[src/feedback_delay_line_top_macros.svh]
// Assertion macros used by the feedback delay line top level
`ifndef FEEDBACK_DELAY_LINE_TOP_MACROS_SVH
`define FEEDBACK_DELAY_LINE_TOP_MACROS_SVH

// same-cycle implication, clocked on clk, off during reset
`define FDL_ASSERT_IMP(name, ante, cons, msg) \
  name: assert property (@(posedge clk) disable iff (!rst_n) (ante) |-> (cons)) \
    else $error(msg);

// next-cycle implication, clocked on clk, off during reset
`define FDL_ASSERT_NXT(name, ante, cons, msg) \
  name: assert property (@(posedge clk) disable iff (!rst_n) (ante) |=> (cons)) \
    else $error(msg);

`endif

[src/fdl_pkg.sv]
// Shared types and constants of the feedback delay line
`default_nettype none
package fdl_pkg;

  localparam int CFG_ADDR_W = 4;
  localparam int CFG_DATA_W = 32;

  typedef enum logic [CFG_ADDR_W-3:0] {
    REG_LENGTH   = 2'd0,
    REG_DELAY    = 2'd1,
    REG_FEEDBACK = 2'd2,
    REG_MIX      = 2'd3
  } fdl_reg_t;

  typedef struct packed {
    logic acc;
    logic bypass;
    logic fwd;
    logic s1_go;
    logic s2_go;
  } fdl_stage_ctl_t;

endpackage
`default_nettype wire

[src/fdl_mac.sv]
// Gain multiply, round and saturate stages of the feedback delay line
`default_nettype none
module fdl_mac
  import fdl_pkg::*;
#(
  parameter int SAMPLE_BITS    = 24,
  parameter int GAIN_FRAC_BITS = 15
) (
  input  wire logic                          clk,
  input  wire fdl_stage_ctl_t                ctl,
  input  wire logic [GAIN_FRAC_BITS:0]       fb_gain,
  input  wire logic [GAIN_FRAC_BITS:0]       mix_gain,
  input  wire logic signed [SAMPLE_BITS-1:0] x_in,
  input  wire logic signed [SAMPLE_BITS-1:0] rd_data,
  output logic signed [SAMPLE_BITS-1:0]      wb_data,
  output logic signed [SAMPLE_BITS-1:0]      y_data
);

  localparam int S    = SAMPLE_BITS;
  localparam int F    = GAIN_FRAC_BITS;
  localparam int GW   = F + 1;
  localparam int ACCW = S + F + 2;
  localparam int QW   = ACCW - F;
  localparam logic [GW-1:0]          GAIN_ONE = GW'(1) << F;
  localparam logic signed [ACCW-1:0] RND      = ACCW'(1) << (F - 1);
  localparam logic signed [QW-1:0]   SMAX     = {3'b000, {(S-1){1'b1}}};
  localparam logic signed [QW-1:0]   SMIN     = {3'b111, {(S-1){1'b0}}};

  function automatic logic signed [S-1:0] rsat(input logic signed [ACCW-1:0] a);
    logic signed [ACCW-1:0] b;
    logic signed [QW-1:0]   q;
    b = a + RND;
    q = QW'(b >>> F);
    if (q > SMAX) begin
      rsat = SMAX[S-1:0];
    end else if (q < SMIN) begin
      rsat = SMIN[S-1:0];
    end else begin
      rsat = q[S-1:0];
    end
  endfunction

  logic signed [S-1:0]    x1_r, x2_r, fwd_data_r, y_r;
  logic                   fwd_sel_r, byp1_r, byp2_r;
  logic signed [S-1:0]    d1;
  logic [GW-1:0]          dry_gain;
  logic signed [ACCW-1:0] pf_nxt, pm_nxt, px_nxt;
  logic signed [ACCW-1:0] pf2_r, pm2_r, px2_r;
  logic signed [ACCW-1:0] x2_scaled;
  logic signed [S-1:0]    y_nxt;

  assign d1       = fwd_sel_r ? fwd_data_r : rd_data;
  assign dry_gain = GAIN_ONE - mix_gain;
  assign pf_nxt   = ACCW'($signed({1'b0, fb_gain}) * d1);
  assign pm_nxt   = ACCW'($signed({1'b0, mix_gain}) * d1);
  assign px_nxt   = ACCW'($signed({1'b0, dry_gain}) * x1_r);

  assign x2_scaled = {{2{x2_r[S-1]}}, x2_r, {F{1'b0}}};
  assign wb_data   = rsat(pf2_r + x2_scaled);
  assign y_nxt     = byp2_r ? x2_r : rsat(pm2_r + px2_r);

  always_ff @(posedge clk) begin
    if (ctl.acc) begin
      x1_r      <= x_in;
      byp1_r    <= ctl.bypass;
      fwd_sel_r <= ctl.fwd;
      if (ctl.fwd) begin
        fwd_data_r <= wb_data;
      end
    end
    if (ctl.s1_go) begin
      pf2_r  <= pf_nxt;
      pm2_r  <= pm_nxt;
      px2_r  <= px_nxt;
      x2_r   <= x1_r;
      byp2_r <= byp1_r;
    end
    if (ctl.s2_go) begin
      y_r <= y_nxt;
    end
  end

  assign y_data = y_r;

endmodule
`default_nettype wire

[config.mk]
export PLATFORM = sky130hd
export DESIGN_NAME = fdl_mac
export DESIGN_NICKNAME = d
export VERILOG_FILES = /design/src/feedback_delay_line_top_macros.svh /design/src/fdl_pkg.sv /design/src/fdl_mac.sv
export SDC_FILE = /design/constraint.sdc
export NUM_CORES = 2
export LEC_CHECK = 0
export ABC_AREA = 1
export BUFFER_PORTS_ARGS = -buffer_cell sky130_fd_sc_hd__buf_2
export CAP_MARGIN = 20
export CELL_PAD_IN_SITES_DETAIL_PLACEMENT = 0
export CELL_PAD_IN_SITES_GLOBAL_PLACEMENT = 1
export CORE_MARGIN = 3
export CORE_UTILIZATION = 36
export CTS_CLUSTER_SIZE = 12
export DETAILED_ROUTE_END_ITERATION = 8
export GPL_TIMING_DRIVEN = 0
export PLACE_DENSITY = 0.7
export SYNTH_ARGS = -nofsm -noshare
export SYNTH_HDL_FRONTEND = slang
export SYNTH_SLANG_ARGS = --single-unit
[constraint.sdc]
create_clock -name clk -period 19.55 [get_ports clk]
set_input_delay 2.9325 -clock clk [delete_from_list [all_inputs] [get_ports clk]]
set_output_delay 2.9325 -clock clk [all_outputs]
set_load 0.03 [all_outputs]
==> results.py <==
metrics = {
    "sta": {
        "finalSetupViolCount": 0,
        "timing_hold_violations_final": 0,
        "drv_slew": 0,
        "finalSetupTns_ns": 0,
        "rsz0062_at_grt": "false",
        "clock_skew_ns": 0.0332,
        "max_freq_mhz": 91.8,
        "period_needed_ns": 10.90,
        "finalCritPeriodShare": 0.557,
        "slew_headroom": 0.202,
        "tightest_slew_ns": 1.20,
    },
    "synthesis": {
        "synth_edf_count": 208,
        "synth.most_common_cell": "inv_1",
        "netlist_area_sq_um": 54200,
        "synth_ff_type": "edfxtp_1",
        "synth_area_leader_cell": "fa_1",
        "ys_async_sr_fraction": 0,
        "synth.area.top_cells": "fa_1, inv_1, edfxtp_1",
        "yosysWarningCount": 0,
        "seq_area_frac_synth": 0.115,
        "syn_inst": 6524,
        "synth_cell_types": 47,
        "syn_avg_cell_area_sq_um": 8.30,
        "ys_ff_latch": 208,
        "synth.cells.most_frequent": "inv_1, nand2_1, fa_1, nor2_1, ha_1",
        "mappedNetlistNets": 8144,
        "synth_top_area_frac": 0.418,
    },
    "setup_path": {
        "reg2regPathDepth": 27,
        "path_buf_inv": 9,
        "r2r_slack_ns": 10.69,
        "crit_arrival_ns": 11.28,
        "rr_startpoint": "fwd_sel_r",
        "reg2reg_to": "pm2_r[24]",
        "crit_path_top_delay_cell": "fa_1",
        "end_kind": "register",
        "cp-start-kind": "input pin",
        "cp_max_fo": 10,
        "cp_top_family": "adder cells",
        "critPathKind": "input pin to register",
        "critical_path_required_ns": 19.93,
        "max_stage_delay_ns": 0.63,
    },
    "clock_network": {
        "root_buffer": "clkbuf_16",
        "cts_setup_buffers": 0,
        "clkTransAtPathRegs_ns": 0.06,
        "cts_tree": "done",
        "cts_hold_buf": 0,
        "cts_buffers": 27,
        "clock-sinks": 208,
        "htree_levels": 1,
        "ctsLongestPathBuffers": 3,
        "cts_resized": 0,
        "worstSkewPairLatency_ns": 0.62,
    },
    "floorplanning": {
        "initial_utilization": 0.365,
        "io_pins": 134,
        "die_h_um": 394,
        "coreArea_sq_um": 149000,
        "row_count": 141,
        "die_area_sq_um": 155000,
        "fp.dieW_um": 394,
    },
    "global_routing": {
        "grt_pass1_wl_um": 289000,
        "overflow": 0,
        "grt_max_degree": 92,
        "grt_usage": 0.247,
        "grt_pass1_vias": 46100,
        "antenna_found_initial": 19,
    },
    "routing": {
        "drt_iter0_drc": 3244,
        "wirelength_um": 189000,
        "drc_errors": 0,
        "antenna_left": 0,
        "num_vias": 43100,
        "vias_per_cell": 4.95,
        "drt_pass1_iterations": 6,
        "wl_per_cell_um": 21.8,
    },
    "placement": {
        "placed_area_sq_um": 57300,
        "io_buffers": 121,
        "dp_cells": 8650,
        "dp.final_hpwl_um": 165000,
        "gp_congestion": 0.958,
    },
    "worst_hold_path": {
        "worstHoldPathCells": 0,
        "hold_end": "byp2_r",
        "hold_path_class": "register to register",
        "holdCritStartpoint": "byp1_r",
    },
    "run": {
        "maxCapViolCount": 0,
    },
    "finish": {
        "drive_above_1_share": 0.0438,
        "utilization": 0.392,
        "syn_to_final_growth_pct": 7.51,
        "final_area_sq_um": 58200,
        "num-fill-cells": 15600,
        "final_nets": 8298,
        "final-instance-count-excl-fill": 8704,
    },
    "outcome": {
        "outcome": "completed",
    },
}
[state kept, by name, indices dropped and copies added (netlist names)]
signal and count:
pm2_r 41, px2_r 41, pf2_r 27, fwd_data_r 24, x1_r 24, x2_r 24, y_data 24, byp1_r 1
byp2_r 1, fwd_sel_r 1
[placed cells by master (no fill, tap or decap), drive strengths merged, types with 5 or more instances in the layout]
cell      instances
inv            1682
nor3             26
nand2          1348
edfxtp          208
clkbuf          195
fa             1130
clkinvlp          5
buf             152
and3              5
xor2            105
o21bai           27
nor4             15
a21oi           227
xnor2            58
o221ai            5
a21boi            9
ha              404
clkinv           22
nand3            98
o21a             16
a31oi            24
nor2            728
nand4            23
or2              49
a21o             22
o21ai            96
diode             6
[metrics by stage]
step / hold WS [ns] / worst slack [ns]
6_report: 0.424 / 8.65
5_1_grt: 0.428 / 8.48
4_1_cts: 0.426 / 8.83
3_5_place_dp: 0.416 / 8.19
3_3_place_gp: 0.417 / 7.90
2_1_floorplan: 0.400 / 10.29
[final cells by class]
cell class	instances	area, sq um	area share
multi-input cells	4430	40700	0.700
clock buffers	29	683	0.0117
diodes	6	15.0	0.000258
repair buffers	125	682	0.0117
inverters	1693	6360	0.109
well taps	2002	2500	0.0430
flip-flops and latches	208	6250	0.107
plain buffers	193	826	0.0142
clock inverters	18	181	0.00312
[routing by layer]
layer	vias to the layer above	wire, um	GRT usage
met1	21900	81900	0.347
met4	8	6300	0.0668
met3	270	15400	0.0434
li1	19400	-	-
met5	-	46	0
met2	1534	85600	0.394
[how the worst max path moves through the flow]
stage / startpoint / endpoint / depth (start not counted) / slack, ns
2_1_floorplan: mix_gain[0] / px2_r[39] / 24 / 10.29
3_3_place_gp: mix_gain[0] / px2_r[34] / 33 / 7.90
3_5_place_dp: mix_gain[0] / px2_r[34] / 30 / 8.19
4_1_cts: mix_gain[0] / px2_r[26] / 28 / 8.83
5_1_grt: mix_gain[0] / px2_r[34] / 30 / 8.48
6_report: mix_gain[0] / px2_r[26] / 28 / 8.65
[worst reg2reg max path: stages, from the launching register on]
cell	delay [ns]
edfxtp_1	0.48
inv_1	0.19
clkbuf_1	0.39
or2_2	0.19
nand2_1	0.47
inv_1	0.55
clkbuf_1	0.59
nand2_1	0.19
fa_1	0.59
inv_1	0.06
fa_1	0.50
inv_1	0.05
fa_1	0.54
inv_1	0.06
fa_1	0.49
inv_1	0.08
fa_1	0.49
inv_1	0.06
fa_1	0.48
ha_1	0.42
a21oi_1	0.25
inv_1	0.08
a31oi_1	0.20
a21boi_0	0.40
o21ai_0	0.21
nand2_1	0.10
nand2_1	0.08
xor2_1	0.43
[cell families after synthesis]
| group | count (synthesis) | synth area share |
|---|---|---|
| compound gates | 435 | 0.0451 |
| xor+xnor | 163 | 0.0265 |
| fa+ha+maj | 1534 | 0.511 |
| buf+inv | 1886 | 0.133 |
| flops | 208 | 0.115 |
| simple gates | 2298 | 0.169 |
Power is left out: the tool's default activity adds up to more than one toggle a clock period on the data nets, which glitch-free logic cannot reach.
