<file path="src/feedback_delay_line_top_macros.svh">
// Assertion macros used by the feedback delay line top level
`ifndef FEEDBACK_DELAY_LINE_TOP_MACROS_SVH
`define FEEDBACK_DELAY_LINE_TOP_MACROS_SVH

// same-cycle implication, clocked on clk, off during reset
`define FDL_ASSERT_IMP(name, ante, cons, msg) \
  name: assert property (@(posedge clk) disable iff (!rst_n) (ante) |-> (cons)) \
    else $error(msg);

// next-cycle implication, clocked on clk, off during reset
`define FDL_ASSERT_NXT(name, ante, cons, msg) \
  name: assert property (@(posedge clk) disable iff (!rst_n) (ante) |=> (cons)) \
    else $error(msg);

`endif

</file>
<file path="src/fdl_pkg.sv">
// Shared types and constants of the feedback delay line
`default_nettype none
package fdl_pkg;

  localparam int CFG_ADDR_W = 4;
  localparam int CFG_DATA_W = 32;

  typedef enum logic [CFG_ADDR_W-3:0] {
    REG_LENGTH   = 2'd0,
    REG_DELAY    = 2'd1,
    REG_FEEDBACK = 2'd2,
    REG_MIX      = 2'd3
  } fdl_reg_t;

  typedef struct packed {
    logic acc;
    logic bypass;
    logic fwd;
    logic s1_go;
    logic s2_go;
  } fdl_stage_ctl_t;

endpackage
`default_nettype wire

</file>
<file path="src/fdl_regs.sv">
// APB-style configuration register bank of the feedback delay line
`default_nettype none
module fdl_regs
  import fdl_pkg::*;
#(
  parameter int DEPTH          = 4096,
  parameter int GAIN_FRAC_BITS = 15
) (
  input  wire logic                  clk,
  input  wire logic                  rst_n,
  input  wire logic                  psel,
  input  wire logic                  penable,
  input  wire logic                  pwrite,
  input  wire logic [CFG_ADDR_W-1:0] paddr,
  input  wire logic [CFG_DATA_W-1:0] pwdata,
  output logic      [CFG_DATA_W-1:0] prdata,
  output logic [$clog2(DEPTH+1)-1:0] len,
  output logic [$clog2(DEPTH+1)-1:0] dly,
  output logic [GAIN_FRAC_BITS:0]    fb_gain,
  output logic [GAIN_FRAC_BITS:0]    mix_gain,
  output logic                       len_wr
);

  localparam int LW = $clog2(DEPTH+1);
  localparam int GW = GAIN_FRAC_BITS + 1;
  localparam logic [CFG_DATA_W-1:0] LEN_MAX  = CFG_DATA_W'(DEPTH);
  localparam logic [CFG_DATA_W-1:0] GAIN_MAX = CFG_DATA_W'(1) << GAIN_FRAC_BITS;

  logic [LW-1:0] len_r, dly_r;
  logic [GW-1:0] fb_r, mix_r;
  logic [LW-1:0] len_clamp;
  logic [GW-1:0] gain_clamp;
  logic          wr;
  fdl_reg_t      idx;

  assign idx        = fdl_reg_t'(paddr[CFG_ADDR_W-1:2]);
  assign wr         = psel & penable & pwrite;
  assign len_clamp  = (pwdata > LEN_MAX) ? LEN_MAX[LW-1:0] : pwdata[LW-1:0];
  assign gain_clamp = (pwdata > GAIN_MAX) ? GAIN_MAX[GW-1:0] : pwdata[GW-1:0];
  assign len_wr     = wr & (idx == REG_LENGTH);

  always_ff @(posedge clk) begin
    if (!rst_n) begin
      len_r <= '0;
      dly_r <= '0;
      fb_r  <= '0;
      mix_r <= '0;
    end else if (wr) begin
      case (idx)
        REG_LENGTH:   len_r <= len_clamp;
        REG_DELAY:    dly_r <= len_clamp;
        REG_FEEDBACK: fb_r  <= gain_clamp;
        REG_MIX:      mix_r <= gain_clamp;
        default:      ;
      endcase
    end
  end

  always_comb begin
    case (idx)
      REG_LENGTH:   prdata = CFG_DATA_W'(len_r);
      REG_DELAY:    prdata = CFG_DATA_W'(dly_r);
      REG_FEEDBACK: prdata = CFG_DATA_W'(fb_r);
      REG_MIX:      prdata = CFG_DATA_W'(mix_r);
      default:      prdata = '0;
    endcase
  end

  assign len      = len_r;
  assign dly      = dly_r;
  assign fb_gain  = fb_r;
  assign mix_gain = mix_r;

endmodule
`default_nettype wire

</file>
<file path="config.mk">
export PLATFORM = sky130hd
export DESIGN_NAME = fdl_regs
export DESIGN_NICKNAME = d
export VERILOG_FILES = /design/src/feedback_delay_line_top_macros.svh /design/src/fdl_pkg.sv /design/src/fdl_regs.sv
export SDC_FILE = /design/constraint.sdc
export NUM_CORES = 1
export LEC_CHECK = 0
export CAP_MARGIN = 40
export CORE_UTILIZATION = 47
export DETAILED_ROUTE_END_ITERATION = 7
export DONT_BUFFER_PORTS = 1
export GPL_TIMING_DRIVEN = 0
export RECOVER_POWER = 100
export REMOVE_ABC_BUFFERS = 1
export SETUP_SLACK_MARGIN = 0.1
export SYNTH_ARGS = -nofsm -noshare
export SYNTH_HDL_FRONTEND = slang
export SYNTH_SLANG_ARGS = --single-unit
</file>
<file path="constraint.sdc">
create_clock -name clk -period 1.65 [get_ports clk]
set_input_delay 0.33 -clock clk [delete_from_list [all_inputs] [get_ports clk]]
set_output_delay 0.33 -clock clk [all_outputs]
set_load 0.02 [all_outputs]
</file>
==> results of run 1 <==
-- path summary, 6_finish.rpt --
check,endpoint,cells past startpoint,from,slack [ns]
max reg2reg,fb_gain[15],2,fb_gain[15],0.87
min,dly[12],2,rst_n,0.12
min reg2reg,dly[9],2,dly[9],0.51
max,prdata[10],1,mix_gain[10],0.05
-- timing repair --
item / CTS / global route
pin swaps: 4 / 4
hold buffers: 0 / 0
buffers inserted: 8 / 2
resized for setup: 59 / 13
endpoints found under the setup margin: 68 / 48
-- power by group through the flow --
| stage | registers (mW) | logic (mW) | clock network (mW) |
|---|---|---|---|
| 2_1_floorplan | 1.44 | 0.0997 | 0 |
| 4_1_cts | 1.40 | 0.129 | 1.34 |
| 5_1_grt | 1.39 | 0.141 | 1.41 |
| 3_5_place_dp | 1.44 | 0.125 | 0 |
| 3_3_place_gp | 1.44 | 0.118 | 0 |
| 6_report | 1.39 | 0.131 | 1.32 |
-- cell usage in the layout (no fill, tap or decap), types with 4 or more instances in the layout --
cell	n
sky130_fd_sc_hd__nand4_1	21
sky130_fd_sc_hd__clkbuf_8	11
sky130_fd_sc_hd__nand2_1	30
sky130_fd_sc_hd__dfxtp_1	8
sky130_fd_sc_hd__dfxtp_4	7
sky130_fd_sc_hd__clkbuf_1	5
sky130_fd_sc_hd__mux4_2	13
sky130_fd_sc_hd__a21oi_1	9
sky130_fd_sc_hd__conb_1	16
sky130_fd_sc_hd__or4_4	4
sky130_fd_sc_hd__o21ai_1	12
sky130_fd_sc_hd__o21ai_0	28
sky130_fd_sc_hd__dfxtp_2	43
sky130_fd_sc_hd__nor2b_2	4
sky130_fd_sc_hd__buf_4	5
sky130_fd_sc_hd__nand3_1	25
sky130_fd_sc_hd__o2bb2ai_1	12
-- flip-flops by register name, summed over array words and instances, names as in the netlist --
name and flops:
dly 13, mix_gain 16, len 13, fb_gain 16
-- final cells by class --
cell class / instances / area (sq um)
Inverter: 1 / 3.75
Clock inverter: 2 / 35.0
Fill cell: 518 / 2490
Clock buffer: 14 / 163
Tap cell: 72 / 90.1
Multi-Input combinational cell: 200 / 1390
Timing Repair Buffer: 13 / 97.6
Sequential cell: 58 / 1240
-- stage by stage --
stage               power (mW)  instances
floorplan                 1.54        259
global placement          1.56        331
detailed placement        1.56        334
CTS                       2.87        358
global route              2.94        360
finish                    2.85        360
-- Yosys cell counts --
| cell | number |
|---|---|
| sky130_fd_sc_hd__a21oi_1 | 9 |
| sky130_fd_sc_hd__a31oi_1 | 2 |
| sky130_fd_sc_hd__and2_1 | 1 |
| sky130_fd_sc_hd__and3_1 | 3 |
| sky130_fd_sc_hd__and3b_1 | 1 |
| sky130_fd_sc_hd__and4b_1 | 1 |
| sky130_fd_sc_hd__buf_1 | 4 |
| sky130_fd_sc_hd__buf_2 | 6 |
| sky130_fd_sc_hd__buf_4 | 16 |
| sky130_fd_sc_hd__buf_6 | 1 |
| sky130_fd_sc_hd__clkbuf_1 | 11 |
| sky130_fd_sc_hd__conb_1 | 1 |
| sky130_fd_sc_hd__dfxtp_1 | 58 |
| sky130_fd_sc_hd__inv_1 | 1 |
| sky130_fd_sc_hd__mux2i_1 | 3 |
| sky130_fd_sc_hd__mux4_2 | 13 |
| sky130_fd_sc_hd__nand2_1 | 30 |
| sky130_fd_sc_hd__nand3_1 | 25 |
| sky130_fd_sc_hd__nand4_1 | 21 |
| sky130_fd_sc_hd__nor2_1 | 3 |
| sky130_fd_sc_hd__nor2_2 | 1 |
| sky130_fd_sc_hd__nor2b_1 | 5 |
| sky130_fd_sc_hd__nor3_1 | 1 |
| sky130_fd_sc_hd__nor3_4 | 1 |
| sky130_fd_sc_hd__nor4_4 | 1 |
| sky130_fd_sc_hd__o21ai_0 | 4 |
| sky130_fd_sc_hd__o21ai_1 | 36 |
| sky130_fd_sc_hd__o2bb2ai_1 | 12 |
| sky130_fd_sc_hd__o31ai_1 | 1 |
| sky130_fd_sc_hd__o41ai_4 | 1 |
| sky130_fd_sc_hd__or2_2 | 1 |
| sky130_fd_sc_hd__or3_1 | 1 |
| sky130_fd_sc_hd__or4_1 | 3 |
| sky130_fd_sc_hd__or4_4 | 4 |
-- routing by layer --
layer	global-route usage, %	vias up
met4	9.25	0
met1	29.7	1026
met2	40.4	127
met5	0	-
met3	10.1	10
li1	-	1025
-- cell families (layout without fill, tap and decap cells) --
group                  after synthesis  in the layout  share of synthesized area [%]
AO/OA/AOI/OAI                       65             65                           14.8
buffers and inverters               39             30                           8.23
flip-flops                          58             58                           43.1
multiplexers                        16             16                           12.0
other                                1             16                          0.139
AND/OR/NAND/NOR                    103            103                           21.7
==> impl_summary.md, run 1 <==
Timing
Clock skew on the completed layout was measured at 0 ns. Setup violations remaining at the end of the flow were counted as 0. In the final timing run, aggregate negative setup slack is 0 ns. The worst slew margin relative to its limit is 63.2%. The number of pins exceeding their max-slew limit in the final report is 0. The ratio of final minimum period to clock period is 97.2%. Derived from the worst setup path, the maximum achievable clock frequency is 624 MHz. The shortest period the worst path allows is 1.60 ns.

Once routing completed, OpenROAD measured the worst setup slack at 0.0469 ns. The worst hold-check slack is 0.125 ns. Setup repair after global routing could not meet its margin everywhere.

The worst-margin pin slew is 0.549 ns. The number of endpoints with negative hold slack in the final report is 0.

Routing
After detailed routing, the number of vias per cell comes to 6.08. The number of violations reported at the end of detailed-routing iteration 0 is 76. The detail route stage leaves a number of antenna-violating nets equal to 0. The detailed route wirelength on metal3 is 692 microns. The detailed-router iteration count before antenna repair is 4. After detailed routing, the met2 layer carries 3480 microns of wire. The detailed router used layers up to and including met4.

In the final routing, the length of wire on met1 measures 2950 microns. The wire length per cell after detailed routing is 20.1 microns. After detailed routing, the number of remaining DRC violations is 0. The routed layout has 2188 vias. The routed design has 7220 microns of wire.

Setup path
The arrival time at the worst endpoint is 1.27 ns. The top cell family by delay on the critical path is multiplexers. Of all nets on the critical path, the largest fanout is 3. The worst setup path category is reg -> out. The critical path contains buffers and inverters numbering 0 combined. For this run, the slowest stage of the critical path takes 0.57 ns.

The slowest cell on the critical path is sky130_fd_sc_hd__mux4_2. The critical path required time is 1.32 ns. The critical path goes through mux4_2. The sort of element at the start of the critical path is a register.

STA classifies the critical path endpoint as an output port.

Cells and area
The layout overhead on the synthesized area is 12.0%. Cells fill 54.8% of the core in the end. The net count of the finished layout is 324. The share of layout cells above drive strength 1 is 35.1%. The post-route cell area is 3020 sq um. 0 antenna diodes ended up in the layout.

Power and ir drop
Of the total power, the share spent switching nets is 22.2%. For this design the total switching power over the nets is 0.631 mW. The clock share of power is 46.4%. The share of total power in combinational logic is 4.6%. Dividing total power by cell area gives a power density of 944 nW/um^2. The register share of total power is 49.0%. IR analysis of the VDD net gives a maximum drop of 508 uV. The internal portion of the total power is 2.21 mW. For this design the static power due to leakage is 1.06 nW.

Synthesis
Sorting the synthesized cells by area gives the leading types as sky130_fd_sc_hd__dfxtp_1, sky130_fd_sc_hd__mux4_2, sky130_fd_sc_hd__o21ai_1. The synthesized netlist occupies a cell area of 2690 sq um. A synthesized cell averages 9.54 sq um. After synthesis, flip-flops and latches occupy 43.1% of the total area.

The Yosys step of the flow raised 0 warnings. The instance count of the mapped netlist is 282. The synthesized netlist contains 34 unique library cells. Summed over all instances, the cell type with the most area after synthesis is sky130_fd_sc_hd__dfxtp_1. Synthesis inferred 58 register bits.

After synthesis, the largest area contributor takes up 43.1% of total cell area.

Clock network
TritonCTS built the clock tree. The root buffer cell is sky130_fd_sc_hd__clkbuf_8. Clock latency on the worst-skew pair, taken at its later pin, is 0.33 ns. The H-tree was split into 3 levels. The clock-pin slew reported for the worst setup and hold paths after clock tree synthesis is 0.06 ns. The TritonCTS sink count is 58. TritonCTS created 9 clock buffers. The clock passes through at most 2 buffers.

Global routing
Global routing finished with a remaining overflow of 0. In the global route stage, overall resource usage came out at 25.0%. The first global-routing pass estimated 11100 microns of wire. The via count of the first global-routing pass came to 2104. The initial antenna violation count is 0. Entering global routing, the biggest net connects 54 pins.

Status
The run finished with clean final reports.

Floorplan
The floorplan die height is 77.7 microns. The total area inside the core boundary comes to 5510 sq um. The site row count is 27. The die boundary width is 77.7 microns.

The die outline area is 6030 sq um. The initial core utilization is 48.9%. The number of top-level design ports is 132.

Placed design
At the placement stage, the worst setup path has a slack of -0.707 ns. Buffers placed on the I/O ports in this run total 0. The HPWL after detailed placement is 4680 microns. At the end of routability-driven placement, the weighted congestion stood at 0.758. The placed instance area is 2650 sq um.

Flow run
Max-cap violations in this run came to 0.

Min path
The path class of the tightest hold or removal check is in -> reg.
No activity file was read; power rests on OpenSTA's default activity.
==> inputs of run 2 (changes only) <==
--- a/config.mk
+++ b/config.mk
@@ -14,4 +14,5 @@
 export REMOVE_ABC_BUFFERS = 1
 export SETUP_SLACK_MARGIN = 0.1
+export SLEW_MARGIN = 30
 export SYNTH_ARGS = -nofsm -noshare
 export SYNTH_HDL_FRONTEND = slang
==> constraint.sdc (replaced) <==
create_clock -name clk -period 1.65 [get_ports clk]
set_input_delay 0.165 -clock clk [delete_from_list [all_inputs] [get_ports clk]]
set_output_delay 0.165 -clock clk [all_outputs]
set_load 0.02 [all_outputs]
==> run 2 against run 1 <==
  * Register-to-register slack worse by 0.04 ns
  * Sequential power hardly changed
  * Die area stayed put
  * Maximum frequency is 6.9% higher
  * Combinational power is 37% higher
  * Sequential share of layout area is 3.1 points lower
  * Utilization is 0.57 points higher
  * Non-clock buffer count is 12 higher
  * Largest cell class unchanged
  * Largest power group unchanged
==> impl_summary.md, run 2 (synthesized netlist as in run 1, its figures left out) <==
Setup path
The critical path required time is 1.89 ns (was 1.32 ns). The worst-case reg-to-reg path depth came to 2 (unchanged). The maximum net fanout on the critical path came to 8 (was 3). The startpoint of the lowest-slack register-to-register path is len[12] (was fb_gain[15]).

The reg-to-reg setup timing slack is 0.83 ns (was 0.87 ns). The arrival time at the worst endpoint is 1.74 ns (was 1.27 ns). The capture point of the worst reg-to-reg path was len[12] (was fb_gain[15]). The critical path endpoint category is a register (was output port).

The sort of element at the start of the critical path was an input pin (was register). The worst setup path category was in -> reg (was reg -> out).

Placed design
The HPWL after detailed placement is 4530 microns (was 4680 microns). The placed instance area came to 2630 sq um (was 2650 sq um). The count of buffers inserted at the top-level ports is 0 (unchanged).

The last weighted congestion value of the routability-driven placer was 0.758 (unchanged).

Min path
The launch point of the worst hold path was rst_n (unchanged). The end of the worst hold path is fb_gain[2] (was dly[12]). The worst hold-check path type is in -> reg (unchanged). The number of cells on the worst hold path was 2 (unchanged).

Global routing
The all-layer global routing usage is 26.5% (was 25.0%). The pin count of the biggest net entering global routing came to 38 (was 54). The initial antenna violation count is 0 (unchanged).

The via count of the first global-routing pass is 2251 (was 2104). The total grt overflow is 0 (unchanged). The wire length of the first global-routing pass is 11700 microns (was 11100 microns).

Routing
The detailed-router iteration count before antenna repair is 4 (unchanged). The number of violations reported at the end of detailed-routing iteration 0 is 168 (was 76). The wire length per cell after detailed routing was 20.2 microns (was 20.1 microns). The post-route DRC violation count is 0 (unchanged). The routed via count divided by cell count came to 6.09 (was 6.08). The via count was 2266 (was 2188). The total wirelength of the detailed-routed design is 7530 microns (was 7220 microns). The count of antenna-violating nets left after detailed routing is 0 (unchanged).

Status
Result of the run: completed (unchanged).

Timing
The shortest period the worst path allows is 1.50 ns (was 1.60 ns). The ratio of final minimum period to clock period is 90.9% (was 97.2%). The worst-margin pin slew is 0.653 ns (was 0.549 ns). The worst hold-check slack is 0.0145 ns (was 0.125 ns). The achievable clock frequency is 667 MHz (was 624 MHz). The final-report setup violation count is 0 (unchanged). The total negative slack is 0 ns (unchanged).

The worst-case clock skew is 0 ns (unchanged). The number of endpoints with negative hold slack in the final report came to 0 (unchanged). RSZ-0062 raised after global routing: no (was yes). The worst slew margin relative to its limit came to 56.5% (was 63.2%). The number of pins exceeding their max-slew limit in the final report is 0 (unchanged).

Floorplan
The die outline area was 6030 sq um (unchanged). The number of top-level design ports is 132 (unchanged). The die boundary width is 77.7 microns (unchanged). The floorplan die height is 77.7 microns (unchanged). The initial core utilization is 48.9% (unchanged).

The site row count is 27 (unchanged). The area of the core is 5510 sq um (unchanged).

Flow run
The number of violations of the max-capacitance limit is 0 (unchanged).

Cells and area
The antenna cell count was 0 (unchanged). The storage element area came to 1160 sq um (was 1240 sq um). The share of layout cells above drive strength 1 is 16.0% (was 35.1%). Commonest cells after routing, fill and taps aside: sky130_fd_sc_hd__dfxtp_1, sky130_fd_sc_hd__o21ai_0, sky130_fd_sc_hd__nand2_1 (was sky130_fd_sc_hd__dfxtp_2, sky130_fd_sc_hd__nand2_1, sky130_fd_sc_hd__o21ai_0). The post-route cell area is 3050 sq um (was 3020 sq um). The most frequent standard cell in the layout excluding fill and tap cells is sky130_fd_sc_hd__dfxtp_1 (was sky130_fd_sc_hd__dfxtp_2). The number of inserted filler cells in the final layout is 500 (was 518). The post-layout net count was 336 (was 324). The layout overhead on the synthesized area came to 13.2% (was 12.0%).

The multi-input combinational cell area is 1380 sq um (was 1390 sq um).

Clock network
The source-to-sink clock delay at the later pin of the worst-skew pair is 0.33 ns (about the same). The clock-pin slew reported for the worst setup and hold paths after clock tree synthesis is 0.07 ns (was 0.06 ns). The maximum clock insertion buffer count is 2 (unchanged). The maximum level of the CTS H-tree is 3 (unchanged). The number of buffers created by CTS was 9 (unchanged). The TritonCTS sink count came to 58 (unchanged). The root buffer cell is sky130_fd_sc_hd__clkbuf_8 (unchanged).

The CTS tree is done (unchanged).

Power and ir drop
The power density relative to cell area is 923 nW/um^2 (was 944 nW/um^2). The peak supply drop is 432 uV (was 508 uV). The leakage dissipation is 1.07 nW (was 1.06 nW).
run 2: critical path: stages:
cell and delay (ns):
sky130_fd_sc_hd__or4_1 0.62, sky130_fd_sc_hd__nor4_4 0.34, sky130_fd_sc_hd__clkbuf_2 0.29, sky130_fd_sc_hd__nand4_1 0.14
sky130_fd_sc_hd__o21ai_0 0.17
run 2: worst max path at each step:
stage | start | to | slack [ns] | depth (start not counted)
global placement | pwdata[24] | len[12] | -0.55 | 4
global route | pwdata[24] | len[5] | 0.06 | 5
detailed placement | pwdata[24] | len[12] | -0.54 | 4
floorplan | pwdata[24] | len[12] | -0.13 | 4
CTS | mix_gain[6] | prdata[6] | 0.15 | 1
finish | pwdata[24] | mix_gain[11] | 0.15 | 5
run 2: area by class of cell:
class	count	area share, %
clock inverter	4	0.821
sequential	58	38.1
multi-input combinational	200	45.2
clock buffer	12	5.42
timing repair buffer	25	7.39
tap	72	2.96
inverter	1	0.123
run 2: power by group:
part           switching, mW  internal (mW)  leakage, nW
sequential           0.00421           1.40        0.467
clock                  0.566          0.662       0.0944
combinational          0.111         0.0681        0.507
run 2: stage by stage:
step	total power, mW	instances	util, %	setup WS (ns)
3_5_place_dp	1.56	331	47.8	-0.539
5_1_grt	2.91	372	55.3	0.0646
2_1_floorplan	1.54	259	-	-0.130
6_report	2.81	372	55.3	0.150
3_3_place_gp	1.56	331	47.6	-0.550
4_1_cts	2.84	372	55.6	0.146
run 2: timing repair:
item | CTS | global route
gates resized for setup | 0 | 0
setup buffers | 8 | 0
hold endpoints to repair | 58 | 0
endpoints found under the setup margin | 52 | 0
hold buffers | 17 | 0
run 2: metal layers:
metal	vias up	wire, microns	track usage (%)
li1	1052	-	-
met2	116	3670	41.9
met4	0	163	14.2
met1	1084	3010	31.8
met5	-	0	0
met3	14	686	8.59
